**src/rtl/core/bdf_pkg.sv**
```systemverilog
`timescale 1ns / 1ps

package bdf_pkg;

  localparam int unsigned DATA_W    = 8;
  localparam int unsigned SIZE_W    = 4;
  localparam logic [DATA_W-1:0] DASH_CODE = 8'd45;

  typedef enum logic {
    KIND_ENQ = 1'b0,
    KIND_DEQ = 1'b1
  } kind_e;

  typedef enum logic {
    QUEUE_A = 1'b0,
    QUEUE_B = 1'b1
  } queue_sel_e;

  // command from the arbiter to one queue
  typedef struct packed {
    logic              push;
    logic              pop;
    logic [DATA_W-1:0] data;
  } q_cmd_t;

  // head and tail bytes of one queue
  typedef struct packed {
    logic [DATA_W-1:0] head;
    logic [DATA_W-1:0] tail;
  } q_ends_t;

  // result beat, lowest field last
  typedef struct packed {
    logic [DATA_W-1:0] back_b;
    logic [DATA_W-1:0] front_b;
    logic [DATA_W-1:0] back_a;
    logic [DATA_W-1:0] front_a;
    logic [SIZE_W-1:0] size_b;
    logic [SIZE_W-1:0] size_a;
    logic [DATA_W-1:0] value_out;
  } res_data_t;

endpackage

```
**src/rtl/core/bdf_queue.sv**
```systemverilog
`timescale 1ns / 1ps

module bdf_queue #(
  parameter int unsigned DEPTH = 8,
  parameter int unsigned CW    = 4
) (
  input  logic                 clk_i,
  input  logic                 rst_ni,
  input  bdf_pkg::q_cmd_t      cmd_i,
  output logic [CW-1:0]        count_o,
  output logic [CW-1:0]        count_next_o,
  output bdf_pkg::q_ends_t     ends_o,
  output bdf_pkg::q_ends_t     ends_next_o
);
  import bdf_pkg::*;

  localparam int unsigned PW = (DEPTH > 1) ? $clog2(DEPTH) : 1;
  localparam int unsigned SW = CW + 1;

  logic [DATA_W-1:0] mem [DEPTH];

  logic [PW-1:0]     rd_q, rd_d;
  logic [CW-1:0]     cnt_q, cnt_d;
  logic [DATA_W-1:0] head_q, head_d;
  logic [DATA_W-1:0] tail_q, tail_d;
  logic [DATA_W-1:0] nxt_q;

  logic [PW-1:0]     rd_inc, rd_inc2, wr_ptr, raddr;
  logic [SW-1:0]     wr_sum, wr_wrap;

  function automatic logic [PW-1:0] ptr_inc(input logic [PW-1:0] p);
    ptr_inc = (p == PW'(DEPTH - 1)) ? '0 : p + PW'(1);
  endfunction

  always_comb begin
    rd_inc  = ptr_inc(rd_q);
    rd_inc2 = ptr_inc(rd_inc);
    wr_sum  = SW'(rd_q) + SW'(cnt_q);
    wr_wrap = (wr_sum >= SW'(DEPTH)) ? wr_sum - SW'(DEPTH) : wr_sum;
    wr_ptr  = wr_wrap[PW-1:0];
    // keep nxt_q on the entry behind the head
    raddr   = cmd_i.pop ? rd_inc2 : rd_inc;
  end

  always_comb begin
    rd_d   = rd_q;
    cnt_d  = cnt_q;
    head_d = head_q;
    tail_d = tail_q;
    if (cmd_i.push) begin
      cnt_d  = cnt_q + CW'(1);
      tail_d = cmd_i.data;
      if (cnt_q == '0) begin
        head_d = cmd_i.data;
      end
    end else if (cmd_i.pop) begin
      cnt_d  = cnt_q - CW'(1);
      rd_d   = rd_inc;
      head_d = nxt_q;
    end
  end

  always_ff @(posedge clk_i or negedge rst_ni) begin
    if (!rst_ni) begin
      rd_q  <= '0;
      cnt_q <= '0;
    end else begin
      rd_q  <= rd_d;
      cnt_q <= cnt_d;
    end
  end

  always_ff @(posedge clk_i) begin
    head_q <= head_d;
    tail_q <= tail_d;
  end

  always_ff @(posedge clk_i) begin
    if (cmd_i.push) begin
      mem[wr_ptr] <= cmd_i.data;
    end
    // forward a write to the prefetched slot
    if (cmd_i.push && (wr_ptr == raddr)) begin
      nxt_q <= cmd_i.data;
    end else begin
      nxt_q <= mem[raddr];
    end
  end

  assign count_o      = cnt_q;
  assign count_next_o = cnt_d;
  assign ends_o       = '{head: head_q, tail: tail_q};
  assign ends_next_o  = '{head: head_d, tail: tail_d};

endmodule

```
**src/rtl/core/balanced_dual_fifo.sv**
```systemverilog
`timescale 1ns / 1ps

// balanced pair of byte queues behind one stream interface
// input beat: tuser = kind (0 enqueue, 1 dequeue), tdata = byte to enqueue
// an enqueue goes to the shorter queue (A on a tie) and is dropped with the
// rejected flag only when both queues are full; a dequeue pops the longer
// queue (A on a tie) and returns 45 with the rejected flag when both are empty
// every output beat reports the value, both sizes and the head and tail byte
// of each queue after the operation, 45 standing for an empty queue
// one input beat gives exactly one output beat, registered and valid in the cycle after acceptance
// throughput is one beat per cycle unless the output stalls: each queue does
// one counter update and at most one storage write per cycle, and a prefetch
// register behind the head keeps the next head byte ready for a pop
// the output beat sits in a register; while it is stalled a new input beat is
// still taken in the same cycle the receiver takes the held one
// reset empties both queues and drops any held output beat; storage contents
// are not cleared and need no clearing pass
module balanced_dual_fifo #(
  parameter int unsigned DEPTH = 8
) (
  input  logic        clk_i,
  input  logic        rst_ni,
  input  logic        s_axis_tvalid_i,
  output logic        s_axis_tready_o,
  input  logic [7:0]  s_axis_tdata_i,   // value_in
  input  logic        s_axis_tuser_i,   // kind
  output logic        m_axis_tvalid_o,
  input  logic        m_axis_tready_i,
  // value_out, size_a, size_b, front_a, back_a, front_b, back_b
  output logic [47:0] m_axis_tdata_o,
  output logic [1:0]  m_axis_tuser_o    // served_queue, rejected
);
  import bdf_pkg::*;

  localparam int unsigned CW = $clog2(DEPTH + 1);

  logic          accept;
  kind_e         kind;
  q_cmd_t        cmd_a, cmd_b;
  logic [CW-1:0] cnt_a, cnt_b, cnt_a_d, cnt_b_d;
  q_ends_t       ends_a, ends_b, ends_a_d, ends_b_d;

  logic              served, rejected;
  logic [DATA_W-1:0] vout;
  logic [CW+SIZE_W-1:0] size_a_ext, size_b_ext;

  logic      valid_q, valid_d;
  res_data_t res_q, res_d;
  logic [1:0] user_q, user_d;

  assign s_axis_tready_o = !valid_q || m_axis_tready_i;
  assign accept          = s_axis_tvalid_i && s_axis_tready_o;
  assign kind            = kind_e'(s_axis_tuser_i);

  always_comb begin
    cmd_a    = '{push: 1'b0, pop: 1'b0, data: s_axis_tdata_i};
    cmd_b    = '{push: 1'b0, pop: 1'b0, data: s_axis_tdata_i};
    served   = QUEUE_A;
    rejected = 1'b0;
    vout     = '0;
    unique case (kind)
      KIND_ENQ: begin
        if (cnt_a <= cnt_b) begin
          // a tie with A full means both are full
          if (cnt_a >= CW'(DEPTH)) begin
            rejected = 1'b1;
          end else begin
            cmd_a.push = accept;
          end
        end else begin
          served     = QUEUE_B;
          cmd_b.push = accept;
        end
      end
      KIND_DEQ: begin
        if ((cnt_a == '0) && (cnt_b == '0)) begin
          rejected = 1'b1;
          vout     = DASH_CODE;
        end else if (cnt_a >= cnt_b) begin
          cmd_a.pop = accept;
          vout      = ends_a.head;
        end else begin
          served    = QUEUE_B;
          cmd_b.pop = accept;
          vout      = ends_b.head;
        end
      end
      default: ;
    endcase
  end

  bdf_queue #(
    .DEPTH (DEPTH),
    .CW    (CW)
  ) u_queue_a (
    .clk_i        (clk_i),
    .rst_ni       (rst_ni),
    .cmd_i        (cmd_a),
    .count_o      (cnt_a),
    .count_next_o (cnt_a_d),
    .ends_o       (ends_a),
    .ends_next_o  (ends_a_d)
  );

  bdf_queue #(
    .DEPTH (DEPTH),
    .CW    (CW)
  ) u_queue_b (
    .clk_i        (clk_i),
    .rst_ni       (rst_ni),
    .cmd_i        (cmd_b),
    .count_o      (cnt_b),
    .count_next_o (cnt_b_d),
    .ends_o       (ends_b),
    .ends_next_o  (ends_b_d)
  );

  always_comb begin
    size_a_ext        = {{SIZE_W{1'b0}}, cnt_a_d};
    size_b_ext        = {{SIZE_W{1'b0}}, cnt_b_d};
    res_d.value_out   = vout;
    res_d.size_a      = size_a_ext[SIZE_W-1:0];
    res_d.size_b      = size_b_ext[SIZE_W-1:0];
    res_d.front_a     = (cnt_a_d == '0) ? DASH_CODE : ends_a_d.head;
    res_d.back_a      = (cnt_a_d == '0) ? DASH_CODE : ends_a_d.tail;
    res_d.front_b     = (cnt_b_d == '0) ? DASH_CODE : ends_b_d.head;
    res_d.back_b      = (cnt_b_d == '0) ? DASH_CODE : ends_b_d.tail;
    user_d            = {rejected, served};
  end

  always_comb begin
    if (accept) begin
      valid_d = 1'b1;
    end else if (m_axis_tready_i) begin
      valid_d = 1'b0;
    end else begin
      valid_d = valid_q;
    end
  end

  always_ff @(posedge clk_i or negedge rst_ni) begin
    if (!rst_ni) begin
      valid_q <= 1'b0;
    end else begin
      valid_q <= valid_d;
    end
  end

  always_ff @(posedge clk_i) begin
    if (accept) begin
      res_q  <= res_d;
      user_q <= user_d;
    end
  end

  assign m_axis_tvalid_o = valid_q;
  assign m_axis_tdata_o  = res_q;
  assign m_axis_tuser_o  = user_q;

  a_cnt_bound: assert property (@(posedge clk_i) disable iff (!rst_ni)
    (cnt_a <= CW'(DEPTH)) && (cnt_b <= CW'(DEPTH)))
    else $error("queue count above depth");

  // shortest-queue enqueue and longest-queue dequeue keep sizes within one
  a_balance: assert property (@(posedge clk_i) disable iff (!rst_ni)
    ({1'b0, cnt_a} <= {1'b0, cnt_b} + (CW+1)'(1)) &&
    ({1'b0, cnt_b} <= {1'b0, cnt_a} + (CW+1)'(1)))
    else $error("queue sizes out of balance");

  a_one_queue: assert property (@(posedge clk_i) disable iff (!rst_ni)
    $countones({cmd_a.push, cmd_a.pop, cmd_b.push, cmd_b.pop}) <= 1)
    else $error("more than one queue operation in a cycle");

  a_result_follows: assert property (@(posedge clk_i) disable iff (!rst_ni)
    accept |=> m_axis_tvalid_o)
    else $error("accepted beat gave no result");

endmodule
```
**config.mk**
```make
export PLATFORM = sky130hd
export DESIGN_NAME = balanced_dual_fifo
export DESIGN_NICKNAME = d
export VERILOG_FILES = /design/src/rtl/core/bdf_pkg.sv /design/src/rtl/core/bdf_queue.sv /design/src/rtl/core/balanced_dual_fifo.sv
export SDC_FILE = /design/constraint.sdc
export NUM_CORES = 1
export LEC_CHECK = 0
export ABC_AREA = 0
export BUFFER_PORTS_ARGS = -buffer_cell sky130_fd_sc_hd__buf_2
export CAP_MARGIN = 20
export CORE_UTILIZATION = 46
export DETAILED_ROUTE_END_ITERATION = 10
export SETUP_SLACK_MARGIN = 0.05
export SLEW_MARGIN = 20
export SYNTH_ARGS = -nofsm -noshare
export SYNTH_HDL_FRONTEND = slang
export SYNTH_SLANG_ARGS = --single-unit
```
**constraint.sdc**
```tcl
create_clock -name clk_i -period 8 [get_ports clk_i]
set_input_delay 0.4 -clock clk_i [delete_from_list [all_inputs] [get_ports clk_i]]
set_output_delay 0.4 -clock clk_i [all_outputs]
set_load 0.02 [all_outputs]
```
==> results of run 1 <==
-- routing by layer --
metal	share of wire	vias to the layer above
li1	-	2438
met1	0.46	2702
met2	0.48	150
met3	0.048	29
met4	0.018	0
met5	0	-
-- registers in the layout, summed over array words and instances, names as in the netlist, named ones only --
register,cells
u_queue_b.mem,64
u_queue_a.tail_q,8
u_queue_a.head_q,8
m_axis_tdata_o,48
u_queue_a.mem,64
u_queue_a.rd_q,3
m_axis_tuser_o,2
u_queue_a.count_o,4
u_queue_b.rd_q,3
u_queue_b.tail_q,8
m_axis_tvalid_o,1
u_queue_b.head_q,8
u_queue_b.count_o,4
-- metrics by stage --
step | instance area, um^2 | hold slack [ns]
after detailed placement | 10100 | 0.367
after CTS | 10900 | 0.148
after global routing | 11000 | 0.173
final | 11000 | 0.170
after global placement | 10100 | 0.357
after floorplan | 9510 | 0.104
-- worst max-delay path, cell delays in order (launching register included) --
cell and delay, ns:
dfrtp_1 0.44, ha_1 0.38, a21oi_1 0.48, o2111ai_1 0.33, nor2_1 0.81, nand2_1 0.37
nor2_1 0.73
-- placed cells by master, fill, tap and decap left out, types with 10 or more instances in the layout --
cell type  netlist  routed
nand2_1         46      46
nor3_1          13      12
edfxtp_1       178     178
dfxtp_1         38      36
xnor2_1         13      13
mux2i_1         32      32
dfrtp_1         15      15
mux4_2          32      32
ha_1            16      16
clkbuf_16        0      26
a21boi_0        16      16
a21oi_1         10      10
a21o_1          22      22
inv_1           12      11
buf_2            7      64
nor2_1          33      33
-- final cells by class --
type	count	share of cell area
Sequential cell	231	0.592
Multi-Input combinational cell	323	0.261
Clock buffer	33	0.0645
Timing Repair Buffer	74	0.0363
Tap cell	270	0.0308
Clock inverter	10	0.0112
Inverter	13	0.00445
-- power groups by stage --
stage	registers [mW]	logic, mW	clock network (mW)
floorplan	1.83	1.10	0
global placement	1.86	1.46	0
detailed placement	1.87	1.49	0
CTS	1.85	1.50	1.18
global route	1.88	1.63	1.23
finish	1.84	1.50	1.16
-- worst max path at each step --
stage | depth (start not counted) | slack (ns) | startpoint | end
floorplan | 8 | 4.94 | u_queue_b.count_o[1]$_DFF_PN0_ | u_queue_b.mem[0][0]$_DFFE_PP_
global placement | 7 | 4.16 | u_queue_a.count_o[3]$_DFF_PN0_ | m_axis_tdata_o[25]$_SDFFCE_PN0N_
detailed placement | 7 | 3.90 | u_queue_a.count_o[3]$_DFF_PN0_ | m_axis_tdata_o[17]$_SDFFCE_PN0N_
CTS | 6 | 3.82 | u_queue_a.count_o[3]$_DFF_PN0_ | u_queue_a.mem[4][2]$_DFFE_PP_
global route | 6 | 3.76 | u_queue_a.count_o[3]$_DFF_PN0_ | u_queue_a.mem[7][0]$_DFFE_PP_
finish | 6 | 4.08 | u_queue_a.count_o[3]$_DFF_PN0_ | u_queue_a.mem[7][1]$_DFFE_PP_
-- cell families after synthesis --
kind of cell,count (synthesis),share of synthesized area
flip-flops,231,0.681
AO/OA/AOI/OAI,93,0.0772
buffers and inverters,39,0.0199
adder cells (fa/ha/maj),18,0.0252
XOR/XNOR,15,0.0138
AND/OR/NAND/NOR,124,0.0623
multiplexers,73,0.120
==> results by group, run 1 <==
Outcome
  • Outcome: finished, final reports clean

Timing
  • Setup Skew: approximately 0.011 ns
  • Final hold violations: 0
  • Worst setup margin: 4.08 ns
  • Worst-margin pin slew: about 1.0 ns
  • Final period utilization: 0.490
  • # setup viols final: 0
  • Setup TNS: 0 ns
  • Tmin final: approximately 3.9 ns
  • Max_slew headroom: 0.313
  • Fmax: roughly 250 MHz
  • Slew Viols, Final: 0
  • RSZ-0062 raised after global routing: no

Place
  • GP Congestion: approximately 0.9
  • HPWL after DPL: roughly 13000 um
  • Port Buffer Count: 64
  • Pre-CTS setup slack: a little under 4 ns
  • Dpl cells: 910

CTS
  • Worst-skew pair later-pin latency: 0.52 ns
  • H-tree lvl count: 1
  • CTS Buf Count: 24
  • Post-CTS Resized: 0
  • CTS clock-pin slew for the worst setup and hold paths: 0.06 ns
  • CTS tree: yes
  • Root Buffer: clkbuf_16
  • Hold buffers post-CTS: 1
  • Clock Sinks: roughly 230
  • Setup repair bufs after CTS: 0
  • Clock tree buffer depth: 3

Yosys
  • Top_reg_cell synth: edfxtp_1
  • #FFs+latches synth: about 230
  • Top-count cell post-synth: edfxtp_1
  • Synth top cells by count: edfxtp_1 (178), nand2_1 (46), dfxtp_1 (38)
  • Area share of the largest cell type after synthesis: 0.562
  • Synth area leaders: edfxtp_1 (56%), dfxtp_1 (8.0%), mux4_2 (7.6%), dfrtp_1 (3.9%), mux2i_1 (3.4%)
  • Number of distinct library cells after synthesis: 57
  • Cell Area, Synth: around 9500 um^2
  • Async SR Flop Fraction: 0.0649
  • Synth warn: 0
  • Syn avg cell area: 16.0 um^2
  • EDFF count, synth: roughly 180
  • Most area-hungry cell type in the Yosys netlist: edfxtp_1
  • Register area share after synthesis: 0.681
  • Mapped Cells: about 590
  • Post-synth net total: 624

Floorplan
  • Top Ports: 65
  • Core area: a little over 20000 um^2
  • Die height: 146 um
  • Die W: around 150 um
  • Site Rows: 52
  • Starting density of the core: 0.470
  • Die area: 21300 um^2

Critical path
  • Worst path required time: 8.14 ns
  • R2r endpoint: u_queue_a.mem[7][1]$_DFFE_PP_
  • Worst-path fanout max: 14
  • Worst flop-to-flop path startpoint: u_queue_a.count_o[3]$_DFF_PN0_
  • Critical Path Start Type: flip-flop
  • R2R depth: 6
  • Critical path class: flip-flop to flip-flop
  • Reg-to-reg setup timing slack: approximately 4.1 ns
  • Crit end category: flip-flop
  • CP arrival: 4.07 ns

Routing
  • Drt total wl: ~21000 um
  • DR pass1 iterations: 5
  • Post-route ant nets: 0
  • Detailed-route via count: ~5300
  • Vias per inst: around 5.6
  • DR iter-0 viols: around 300
  • DRC Markers: 0
  • DR WL/cell: about 21 um

Pwr
  • Net Sw Frac: 0.340
  • Int Power: 2.97 mW
  • Clock power frac: 0.258
  • NetSw: between 1.5 and 2 mW
  • Peak VDD IR: 139 uV
  • Gate power share: 0.333
  • P_leak: between 4 and 5 nW
  • Seq pwr share: 0.408
  • PwrDens: roughly 400 nW/um^2
  • Tot Pwr: 4.50 mW

Finish
  • Inserted Diodes: 0
  • Area Growth Syn to Fin: 15.1%
  • Footprint of the multi-input gates: between 2000 and 3000 um^2
  • FF/Latch Area: roughly 6500 um^2
  • Post-Layout Cell Count: 954
  • Layout cell share with drive strength beyond 1: 0.256
  • Net count reported at finish: roughly 700
  • Util after Layout: 0.541
  • FILL cells: 1603

Global route
  • Number of global-route vias before repair: between 5000 and 6000
  • Total gr overflow: 0
  • Largest net degree at the start of global routing: 51
  • Grt met1 use: 0.281
  • GR peak layer: met2
  • Met3 Resource Use GR: 0.0292
  • M2 GR Usage: 0.324
  • First-pass GRT wire length: 31900 um
  • Total Routing Usage GR: 0.199
  • Antenna violations before repair: 0

Run
  • Max_cap viols: 0

Min path
  • Worst min path class: input pin to flip-flop
  • Hold path depth: 2
  • Hold endpoint: m_axis_tvalid_o$_DFFE_PN0P_
  • Hold path start: s_axis_tvalid_i
Power figures use the tool's default switching activity.
==> run 2: changes to the inputs <==
==> constraint.sdc (replaced) <==
create_clock -name clk_i -period 4 [get_ports clk_i]
set_input_delay 0.2 -clock clk_i [delete_from_list [all_inputs] [get_ports clk_i]]
set_output_delay 0.2 -clock clk_i [all_outputs]
set_load 0.02 [all_outputs]
==> results by group, run 2 (synthesized netlist as in run 1, its figures left out) <==
Finish
  • Most common cell after layout, fill and taps aside: edfxtp_1
  • Footprint of the multi-input gates: 2850 um^2 (-0.18%)
  • Design area: 11000 um^2 (+0.68%)
  • FF/Latch Area: 6480 um^2 (about the same)
  • Area Growth Syn to Fin: 15.9%
  • Layout cell share with drive strength beyond 1: 0.260 (+0.00458)
  • Most frequent cells in the layout: edfxtp_1 (178), buf_2 (64), nand2_1 (46)
  • Net count reported at finish: 708 (+1.4%)
  • FILL cells: 1582 (-1.3%)

Pwr
  • PwrDens: 815 nW/um^2 (+98%)
  • Clock power frac: 0.253 (-0.005)
  • Net Sw Frac: 0.341 (+0.00128)
  • Seq pwr share: 0.402 (-0.006)
  • NetSw: 3.06 mW (+100%)
  • Int Power: 5.92 mW (+99%)
  • Peak VDD IR: 328 uV (+140%)
  • P_leak: 4.17 nW (+1.3%)
  • Tot Pwr: 8.99 mW (+100%)
  • Gate power share: 0.346 (+0.013)

CTS
  • Setup repair bufs after CTS: 0 (unchanged)
  • Clock Sinks: 231 (unchanged)
  • Post-CTS Resized: 0 (unchanged)
  • Root Buffer: clkbuf_16
  • Clock tree buffer depth: 3 (unchanged)
  • Hold buffers post-CTS: 2 (+1)
  • Worst-skew pair later-pin latency: 0.51 ns (about the same)
  • H-tree lvl count: 1 (unchanged)
  • CTS tree: yes
  • CTS Buf Count: 24 (unchanged)
  • CTS clock-pin slew for the worst setup and hold paths: 0.06 ns (about the same)

Timing
  • Worst-margin pin slew: 0.885 ns (-0.143 ns)
  • Slew Viols, Final: 0 (unchanged)
  • Final hold violations: 0 (unchanged)
  • Final period utilization: 0.906 (+0.416)
  • Max_slew headroom: 0.409 (+0.0957)
  • Setup Skew: 0.0121 ns (+0.000650 ns)
  • Setup TNS: 0 ns (unchanged)
  • RSZ-0062 raised after global routing: no
  • # setup viols final: 0 (unchanged)
  • Fmax: 276 MHz (+8.2%)
  • Tmin final: 3.63 ns (-0.296 ns)

Floorplan
  • Starting density of the core: 0.470 (unchanged)
  • Site Rows: 52 (unchanged)
  • Core area: 20200 um^2 (unchanged)
  • Die W: 146 um (unchanged)
  • Top Ports: 65 (unchanged)
  • Die area: 21300 um^2 (unchanged)
  • Die height: 146 um (unchanged)

Critical path
  • Crit end category: flip-flop
  • Worst path required time: 4.21 ns (-3.93 ns)
  • Crit-path cells: inv_1 > ha_1 > or3b_1 > o21ai_4 > a211oi_2 > or4_1 > a32oi_2 > a21boi_0
  • R2R depth: 8 (+2)
  • CP peak stage delay: 0.69 ns (-0.12 ns)
  • Critical path class: flip-flop to flip-flop
  • Worst-path fanout max: 16 (+2)
  • R2r endpoint: m_axis_tdata_o[30]$_SDFFCE_PN0N_
  • Buf/Inv on CP: 1 (+1)
  • Critical Path Start Type: flip-flop
  • CP arrival: 3.84 ns (-0.23 ns)
  • Cell family with most CP delay: compound AO/OA/AOI/OAI gates
  • Reg-to-reg setup timing slack: 0.37 ns (-3.70 ns)
  • Critical Path Slowest Stage Cell: a32oi_2
  • Critical path depth in cells: 8 (+2)
  • Worst flop-to-flop path startpoint: u_queue_b.count_o[1]$_DFF_PN0_

Place
  • Port Buffer Count: 64 (unchanged)
  • GP Congestion: 0.871 (-3.4%)
  • Dpl cell area: 10200 um^2 (+0.57%)
  • HPWL after DPL: 12900 um (-2.6%)

Global route
  • Total gr overflow: 0 (unchanged)
  • Antenna violations before repair: 2 (+2)
  • First-pass GRT wire length: 31200 um (-2.2%)
  • Number of global-route vias before repair: 5313 (-3.4%)
  • Largest net degree at the start of global routing: 51 (unchanged)
  • Total Routing Usage GR: 0.194 (-0.00490)

Routing
  • DR iter-0 viols: 327 (+8.6%)
  • Vias per inst: 5.48 (-1.7%)
  • Detailed-route via count: 5296 (-0.43%)
  • Post-route ant nets: 0 (unchanged)
  • DR pass1 iterations: 5 (unchanged)
  • DR WL/cell: 20.8 um (-3.4%)
  • Drt total wl: 20100 um (-2.1%)
  • DRC Markers: 0 (unchanged)

Outcome
  • Outcome: finished, final reports clean

Min path
  • Worst min path class: input pin to flip-flop
  • Hold path start: m_axis_tready_i
  • Hold path depth: 3 (+1)
  • Hold endpoint: m_axis_tvalid_o$_DFFE_PN0P_

Run
  • Max_cap viols: 0 (unchanged)
[run 2: cell types whose count changed in the layout (fill, tap and decap cells not counted), sizes merged]
cell	delta
buf	+9
clkinv	+2
clkbuf	-1
clkinvlp	-1
diode	+1
dlygate4sd3	+1
inv	+1
[run 2: power groups by stage]
stage          Sequential (mW)  Combinational [mW]  Clock, mW
2_1_floorplan             3.66                2.20          0
3_3_place_gp              3.65                3.05          0
3_5_place_dp              3.66                3.08          0
4_1_cts                   3.62                3.10       2.31
5_1_grt                   3.69                3.37       2.40
6_report                  3.61                3.11       2.27
[run 2: tightest hold or removal path, cell delays in order]
cell      delay [ns]
buf_2           0.07
nand2b_1        0.21
nand2b_1        0.08
[run 2: layer usage]
| metal | GRT usage | vias to the layer above | routed length (um) |
|---|---|---|---|
| li1 | - | 2468 | - |
| met1 | 0.275 | 2643 | 8900 |
| met2 | 0.315 | 155 | 9740 |
| met3 | 0.0263 | 30 | 1060 |
| met4 | 0.0547 | 0 | 369 |
| met5 | 0 | - | 0 |
[run 2: worst max path at each step]
| stage | start | to |
|---|---|---|
| 5_1_grt | u_queue_b.count_o[1]$_DFF_PN0_ | m_axis_tdata_o[25]$_SDFFCE_PN0N_ |
| 4_1_cts | u_queue_b.count_o[1]$_DFF_PN0_ | m_axis_tdata_o[30]$_SDFFCE_PN0N_ |
| 6_report | u_queue_b.count_o[1]$_DFF_PN0_ | m_axis_tdata_o[30]$_SDFFCE_PN0N_ |
| 3_5_place_dp | u_queue_b.count_o[1]$_DFF_PN0_ | m_axis_tdata_o[30]$_SDFFCE_PN0N_ |
| 2_1_floorplan | u_queue_b.count_o[1]$_DFF_PN0_ | u_queue_b.mem[0][0]$_DFFE_PP_ |
| 3_3_place_gp | u_queue_b.count_o[1]$_DFF_PN0_ | m_axis_tdata_o[25]$_SDFFCE_PN0N_ |
[run 2: per-stage QoR]
step | utilization | hold slack [ns] | worst slack, ns | std cells
after CTS | 0.543 | 0.0832 | 0.302 | 964
after global routing | 0.545 | 0.104 | 0.0845 | 965
after detailed placement | 0.502 | 0.157 | 0.333 | 918
after global placement | 0.502 | 0.155 | 0.526 | 918
after floorplan | - | -0.0956 | 0.945 | 593
final | 0.545 | 0.0905 | 0.375 | 966
[run 2: layout make-up]
| cell class | count | area share |
|---|---|---|
| diodes | 1 | 0.000227 |
| clock buffers | 32 | 0.0609 |
| clock inverters | 12 | 0.0127 |
| inverters | 13 | 0.00442 |
| multi-input cells | 323 | 0.259 |
| flip-flops and latches | 231 | 0.588 |
| well taps | 270 | 0.0306 |
| repair buffers | 84 | 0.0449 |
